$ cat src/sv/rnse_pkg.sv
// Shared types and constants for the RRT nearest-node / steer block.
// No dependencies; imported by rnse_div and rrt_nearest_steer_extend.
`default_nettype none
package rnse_pkg;

    localparam int unsigned RNSE_MAX_NODES = 256;
    localparam int unsigned COORD_W  = 20;
    localparam int unsigned DIFF_W   = COORD_W + 1;
    localparam int unsigned SQ_W     = 2 * DIFF_W;
    localparam int unsigned ROOT_W   = DIFF_W;
    localparam int unsigned STEP_W   = 16;
    localparam int unsigned PAR_W    = 8;
    localparam int unsigned NIDX_W   = 9;
    // numerator 2*m*step + dist, denominator 2*dist
    localparam int unsigned NUM_W    = 38;
    localparam int unsigned DEN_W    = ROOT_W + 1;

    typedef enum logic [1:0] {
        FUNC_ROOT    = 2'd0,
        FUNC_PROPOSE = 2'd1,
        FUNC_COMMIT  = 2'd2
    } t_func;

    typedef enum logic [1:0] {
        STAT_OK     = 2'd0,
        STAT_FULL   = 2'd1,
        STAT_NOHELD = 2'd2
    } t_status;

    typedef enum logic [2:0] {
        ST_IDLE,
        ST_SCAN,
        ST_CHECK,
        ST_SQRT,
        ST_MUL,
        ST_DIV,
        ST_FIN,
        ST_EMIT
    } t_state;

endpackage
`default_nettype wire

$ cat src/sv/rnse_div.sv
// Bit-serial restoring divider, one quotient bit per cycle.
// Uses rnse_pkg for the operand widths.
`default_nettype none
module rnse_div (
    input  wire logic                       i_clk,
    input  wire logic                       i_rst_n,
    input  wire logic                       i_start,
    input  wire logic [rnse_pkg::NUM_W-1:0] i_num,
    input  wire logic [rnse_pkg::DEN_W-1:0] i_den,
    output logic                            o_done,
    output logic [rnse_pkg::NUM_W-1:0]      o_quot
);
    import rnse_pkg::*;

    localparam int unsigned CNT_W = $clog2(NUM_W + 1);

    logic             r_busy;
    logic [CNT_W-1:0] r_cnt;
    logic [NUM_W-1:0] r_num;
    logic [NUM_W-1:0] r_quot;
    logic [DEN_W-1:0] r_rem;
    logic [DEN_W-1:0] r_den;
    logic             r_done;
    logic [DEN_W:0]   w_sh;
    logic             w_ge;

    assign w_sh = {r_rem, r_num[NUM_W-1]};
    assign w_ge = (w_sh >= {1'b0, r_den});

    always_ff @(posedge i_clk) begin
        if (!i_rst_n) begin
            r_busy <= 1'b0;
            r_done <= 1'b0;
            r_cnt  <= '0;
        end else begin
            r_done <= r_busy && !i_start && (r_cnt == CNT_W'(NUM_W - 1));
            if (i_start) begin
                r_busy <= 1'b1;
                r_cnt  <= '0;
            end else if (r_busy) begin
                r_cnt <= r_cnt + 1'b1;
                if (r_cnt == CNT_W'(NUM_W - 1)) begin
                    r_busy <= 1'b0;
                end
            end
        end
    end

    always_ff @(posedge i_clk) begin
        if (i_start) begin
            r_num  <= i_num;
            r_den  <= i_den;
            r_rem  <= '0;
            r_quot <= '0;
        end else if (r_busy) begin
            r_num  <= {r_num[NUM_W-2:0], 1'b0};
            r_rem  <= w_ge ? DEN_W'(w_sh - {1'b0, r_den}) : w_sh[DEN_W-1:0];
            r_quot <= {r_quot[NUM_W-2:0], w_ge};
        end
    end

    assign o_done = r_done;
    assign o_quot = r_quot;

    // remainder must stay below the divisor between steps
    a_rem_lt_den: assert property (@(posedge i_clk) disable iff (!i_rst_n)
        (r_busy && !i_start && r_cnt != '0) |-> (r_rem < r_den))
        else $error("divider remainder not below divisor");
    a_done_once: assert property (@(posedge i_clk) disable iff (!i_rst_n)
        r_done |=> !r_done)
        else $error("divider done held for two cycles");
    a_done_after_busy: assert property (@(posedge i_clk) disable iff (!i_rst_n)
        $rose(r_done) |-> $past(r_busy))
        else $error("divider done without a division running");

endmodule
`default_nettype wire
$ cat config.mk
export PLATFORM = sky130hd
export DESIGN_NAME = rnse_div
export DESIGN_NICKNAME = d
export VERILOG_FILES = /design/src/sv/rnse_pkg.sv /design/src/sv/rnse_div.sv
export SDC_FILE = /design/constraint.sdc
export NUM_CORES = 1
export LEC_CHECK = 0
export BUFFER_PORTS_ARGS = -buffer_cell sky130_fd_sc_hd__buf_2
export CORE_AREA = 2 2 131 95
export CTS_BUF_LIST = sky130_fd_sc_hd__clkbuf_16
export CTS_CLUSTER_DIAMETER = 150
export DETAILED_ROUTE_END_ITERATION = 7
export DIE_AREA = 0 0 133 97
export GPL_TIMING_DRIVEN = 0
export PLACE_DENSITY = 0.77
export SLEW_MARGIN = 10
export SYNTH_ARGS = -nofsm -noshare
export SYNTH_HDL_FRONTEND = slang
export SYNTH_SLANG_ARGS = --single-unit
$ cat constraint.sdc
create_clock -name i_clk -period 3.95 [get_ports i_clk]
set_input_delay 0 -clock i_clk [delete_from_list [all_inputs] [get_ports i_clk]]
set_output_delay 0 -clock i_clk [all_outputs]
set_load 0.02 [all_outputs]
==> impl_metrics.toml, run 1 <==
[timing]
fin_worst_skew_ns = 0.0128
relSlewSlack_pct = 43.3
hold_violations = 0
setup_viol = 0
tightest_slew_ns = 0.850
period_share_pct = 82.7
min_period_ns = 3.27
fmax_mhz = 306
drv_slew = 0
fin_tns_setup_ns = 0
rsz0062_at_grt = "no"

[die]
fp.dieH_um = 97
die_width_um = 133
core-area_sq_mm = 0.0115
num_rows = 33
io_pins = 102
initial_utilization_pct = 54.6
die-area_sq_mm = 0.0129

[cts]
cts.sinks = 128
cts_root_buf = "clkbuf_16"
clk_pin_slew_ns = 0.06
hold_buffers = 61
h-tree-depth = 4
cts_made_buffers = 17
clockBufferDepth = 2
cts_resized = 0
clock_latency_ns = 0.41
postCtsSetupBuffers = 0
cts_tree = "yes"

[drt]
drt_wl_total_um = 15700
via_per_inst = 5.57
ant_nets = 0
initialDrtViolationCount = 296
dr.pass1.iters = 8
num_vias = 5136
routedWlPerCell_um = 17.1
drc = 0

[worst_setup_path]
cp_common_cell = "inv_1"
crit_type = "reg -> reg"
slowest_delay_ns = 0.71
critPathTopFamily = "compound AO/OA/AOI/OAI gates"
path_buf_inv = 2
crit_chain = "inv_1, ha_1, inv_1, fa_1, a21o_1, a221oi_1, o2111ai_1, a31o_1, a21oi_1, xor2_1, o21ai_1"
startpoint_type = "register"
critPathMaxFanout = 5
cp.arrival_ns = 3.55
required_ns = 4.24
cp_slowest_cell = "a221oi_1"
cp-end-kind = "register"

[global_route]
grt-ovfl-total = 0
grt_first_pass_wirelength_um = 25200
grt_max_degree = 39
grt_pass1_vias = 5129
grtUsageTotal_pct = 24.8
antenna_found_initial = 1

[placed_design]
place_area_sq_mm = 0.00699
gp_congestion = 0.951
portBuffers = 101
hpwl_um = 10100

[run_status]
outcome = "finished clean"

[final_layout]
drive_gt1_share_pct = 26.2
nets = 839
area_growth_pct = 30.0
fin_area_sq_mm = 0.00818

[power_and_ir_drop]
p_leak_nw = 3.40
power_density_mw_per_mm2 = 428
ir_drop_v = 0.000313

[logic_synthesis]
synth_edf_count = 60
synth.distinct_cells = 61
synthesis.nets = 658
synth_top_flop_cell = "dfxtp_1"
syn-cell-area_sq_mm = 0.00629
seq_area_frac_synth_pct = 50.3
syn-instance-count = 570
ys_async_sr_fraction_pct = 0
ys_seq_elements = 128
yosysWarningCount = 0
avgSynthCellArea_sq_um = 11.0

[min_path]
min_path_type = "in -> reg"

[flow_run]
maxCapViolCount = 0
## synthesized netlist by cell type, drive strengths merged (2+ instances only)
library cell,instances,area [sq um]
a211oi,6,45.0
a21o,7,52.6
a21oi,19,103
a221oi,3,32.5
a311oi,11,159
a31o,2,17.5
a31oi,9,56.3
a32oi,4,35.0
and2,3,18.8
and3,3,18.8
buf,16,97.6
clkbuf,12,45.0
dfxtp,68,1360
edfxtp,60,1800
ha,24,300
inv,29,109
mux2,37,417
mux2i,37,370
nand2,25,93.8
nand2b,4,25.0
nand3,13,110
nand4,4,25.0
nor2,76,285
nor2b,3,18.8
nor3,10,60.1
nor3b,4,30.0
o211ai,4,35.0
o21a,2,15.0
o21ai,25,125
o21bai,4,30.0
o31ai,4,30.0
or2,2,12.5
or3,4,25.0
xnor2,12,105
xor2,10,87.6
## placed cells by master (no fill, tap or decap), types with 6 or more instances in the layout
cell type	Yosys	final
xnor2_1	12	12
a21o_1	7	7
nor3_1	8	8
o21ai_0	15	15
a31oi_1	9	9
dfxtp_1	68	68
a311oi_2	10	10
edfxtp_1	60	60
nand2_1	25	25
inv_1	29	30
clkbuf_16	0	17
o21ai_1	10	10
xor2_1	10	10
clkbuf_1	12	12
mux2i_1	37	37
nand3_2	9	9
nor2_1	76	76
buf_2	2	103
a211oi_1	6	6
buf_1	10	10
a21oi_1	17	17
ha_1	24	24
dlygate4sd3_1	0	61
mux2_2	37	37
## path summary, 6_finish.rpt
path | start | end | slack, ns | cells past startpoint
setup reg to reg | r_num[37] | r_rem[20] | 0.68 | 11
hold reg to reg | r_cnt[5] | r_cnt[5] | 0.50 | 2
hold / removal | i_start | r_den[20] | 0.17 | 1
setup / recovery | r_num[37] | r_rem[20] | 0.68 | 11
## cell families (layout without fill, tap and decap cells)
kind of cell / Yosys count / count (layout) / synth area share (%)
AND/OR/NAND/NOR: 156 / 156 / 12.2
flip-flops: 128 / 128 / 50.3
AO/OA/AOI/OAI: 108 / 108 / 12.9
multiplexers: 74 / 74 / 12.5
buffers and inverters: 57 / 251 / 4.00
adder cells (fa/ha/maj): 25 / 25 / 5.09
XOR/XNOR: 22 / 22 / 3.06
other: 0 / 1 / 0
## sequential cells by signal (all words and copies together) (netlist names)
| signal | count |
|---|---|
| o_quot | 38 |
| r_num | 38 |
| r_den | 22 |
| r_rem | 22 |
| r_cnt | 6 |
| o_done | 1 |
| r_busy | 1 |
## metal layers
layer  wire (um)  track usage [%]
met5           0                0
met4         244             6.45
met3        1160             7.18
met2        7200             39.6
met1        7120             33.1
## area by class of cell
type / count / area (sq um)
diodes: 1 / 2.50
plain buffers: 28 / 143
flip-flops and latches: 128 / 3160
well taps: 157 / 196
repair buffers: 162 / 1120
multi-input cells: 385 / 2870
clock inverters: 15 / 146
inverters: 29 / 109
fillers: 818 / 3340
clock buffers: 17 / 425
## power breakdown
part	total, mW	switching [mW]	internal [mW]
Combinational	0.462	0.244	0.219
Sequential	1.51	0.0368	1.48
Clock	1.52	0.599	0.923
Total	3.50	0.879	2.62
## metrics by stage
stage / power (mW) / std cells / hold WS (ns) / util [%] / setup slack (ns)
finish: 3.50 / 922 / 0.166 / 71.0 / 0.684
global route: 3.61 / 922 / 0.173 / 71.0 / 0.496
CTS: 3.49 / 921 / 0.173 / 70.9 / 0.775
detailed placement: 1.93 / 828 / 0.178 / 60.7 / 0.813
global placement: 1.92 / 828 / 0.176 / 60.7 / 0.853
floorplan: 1.82 / 570 / 0.0989 / - / 1.35
## worst reg2reg max path, cell delays in order, from the launching register on
cell	delay [ns]
edfxtp_1	0.38
inv_1	0.12
ha_1	0.17
inv_1	0.05
fa_1	0.41
a21o_1	0.22
a221oi_1	0.71
o2111ai_1	0.32
a31o_1	0.30
a21oi_1	0.18
xor2_1	0.18
o21ai_1	0.09
Power figures use the tool's default switching activity.
==> inputs of run 2 (changes only) <==
==> constraint.sdc (replaced) <==
create_clock -name i_clk -period 3.2 [get_ports i_clk]
set_input_delay 0 -clock i_clk [delete_from_list [all_inputs] [get_ports i_clk]]
set_output_delay 0 -clock i_clk [all_outputs]
set_load 0.02 [all_outputs]
==> impl_metrics.toml, run 2 (synthesis gave the netlist of run 1 again) <==
[final_layout]
fillers = 816
drive_gt1_share_pct = 26.3
mostFrequentLayoutCell = "buf_2"
final_cell_mix = "buf_2 (103), nor2_1 (76), dfxtp_1 (68), dlygate4sd3_1 (61), edfxtp_1 (60)"
nets = 839
seqCellArea_sq_mm = 0.00316
area_growth_pct = 30.1
multi_input_area_sq_mm = 0.00288

[power_and_ir_drop]
ir_drop_v = 0.000387
clkPwrFrac_pct = 43.5
power.switching_mw = 1.08
power_density_mw_per_mm2 = 527
p_leak_nw = 3.40
internal_power_mw = 3.23
seq_power_share_pct = 43.3
p_comb_share_pct = 13.3
switching_share_pct = 25.1

[timing]
relSlewSlack_pct = 44.9
min_period_ns = 3.01
fmax_mhz = 332
fin_hold_ws_ns = 0.164
setup_viol = 0
rsz0062_at_grt = "no"
fin_tns_setup_ns = 0
drv_slew = 0
tightest_slew_ns = 0.827
fin_worst_skew_ns = 0.0118
period_share_pct = 94.0
hold_violations = 0

[drt]
ant_nets = 0
drc = 0
via_per_inst = 5.56
initialDrtViolationCount = 325
routedWlPerCell_um = 17.1
dr.pass1.iters = 5
drt_wl_total_um = 15700
num_vias = 5126

[cts]
cts_root_buf = "clkbuf_16"
clockBufferDepth = 2
cts_tree = "yes"
cts_made_buffers = 17
cts.sinks = 128
h-tree-depth = 4
clk_pin_slew_ns = 0.06
postCtsSetupBuffers = 0
clock_latency_ns = 0.41

[min_path]
min_path_type = "in -> reg"
hold_depth = 1

[global_route]
grt_max_degree = 39
grt-ovfl-total = 0
antenna_found_initial = 1
grt_pass1_vias = 5129
grtUsageTotal_pct = 24.8
grt_first_pass_wirelength_um = 25200

[placed_design]
hpwl_um = 10100
portBuffers = 101
gp_congestion = 0.951

[die]
io_pins = 102
core-area_sq_mm = 0.0115
num_rows = 33
initial_utilization_pct = 54.6
fp.dieH_um = 97
die-area_sq_mm = 0.0129
die_width_um = 133

[worst_setup_path]
cp.arrival_ns = 3.30
required_ns = 3.49
cp-end-kind = "register"
r2r_cells = 11
crit_type = "reg -> reg"
critPathMaxFanout = 5
startpoint_type = "register"

[flow_run]
maxCapViolCount = 0

[run_status]
outcome = "finished clean"
run 2: final timing paths:
| path | end | slack [ns] | from |
|---|---|---|---|
| worst min register to register | r_cnt[5] | 0.50 | r_cnt[5] |
| worst max-delay path | r_rem[20] | 0.19 | r_num[37] |
| worst min-delay path | r_den[20] | 0.16 | i_start |
| worst max register to register | r_rem[20] | 0.19 | r_num[37] |
run 2: repair_timing:
item	CTS	global route
hold endpoints to repair	61	0
setup endpoints to repair	0	4
gates resized for setup	0	1
hold buffers	61	0
run 2: area by class of cell:
cell class | instances | area share [%]
Clock buffer | 17 | 5.20
Sequential cell | 128 | 38.7
Antenna cell | 1 | 0.0306
Inverter | 29 | 1.33
Tap cell | 157 | 2.40
Multi-Input combinational cell | 385 | 35.2
Timing Repair Buffer | 162 | 13.6
Buffer | 28 | 1.74
Clock inverter | 15 | 1.79
run 2: worst max-delay path: stages, from the launching register on:
cell       delay (ns)
edfxtp_1         0.38
inv_1            0.12
ha_1             0.17
inv_1            0.05
fa_1             0.41
a21o_1           0.22
a221oi_2         0.48
o2111ai_1        0.29
a31o_1           0.30
a21oi_1          0.18
xor2_1           0.18
o21ai_1          0.09
run 2: per-stage QoR:
step                power, mW  area [sq um]  cells  setup slack (ns)  utilization [%]
finish                   4.32          8180    922             0.192             71.0
global route             4.46          8180    922            0.0311             71.0
CTS                      4.31          8170    921            0.0249             70.9
detailed placement       2.39          6990    828            0.0629             60.7
global placement         2.37          6990    828             0.103             60.7
floorplan                2.24          6290    570             0.602                -
run 2: metal layers:
| layer | up-vias | share of wire (%) | track usage (%) |
|---|---|---|---|
| met5 | - | 0 | 0 |
| met3 | 26 | 7.3 | 7.18 |
| met1 | 2462 | 45 | 33.1 |
| met4 | 0 | 1.4 | 6.45 |
| met2 | 193 | 46 | 39.6 |
| li1 | 2445 | - | - |
run 2: power groups by stage:
stage | clock network, mW | registers, mW | logic (mW)
3_5_place_dp | 0 | 1.90 | 0.492
5_1_grt | 1.97 | 1.87 | 0.622
2_1_floorplan | 0 | 1.88 | 0.363
6_report | 1.88 | 1.87 | 0.572
4_1_cts | 1.89 | 1.86 | 0.555
3_3_place_gp | 0 | 1.89 | 0.474
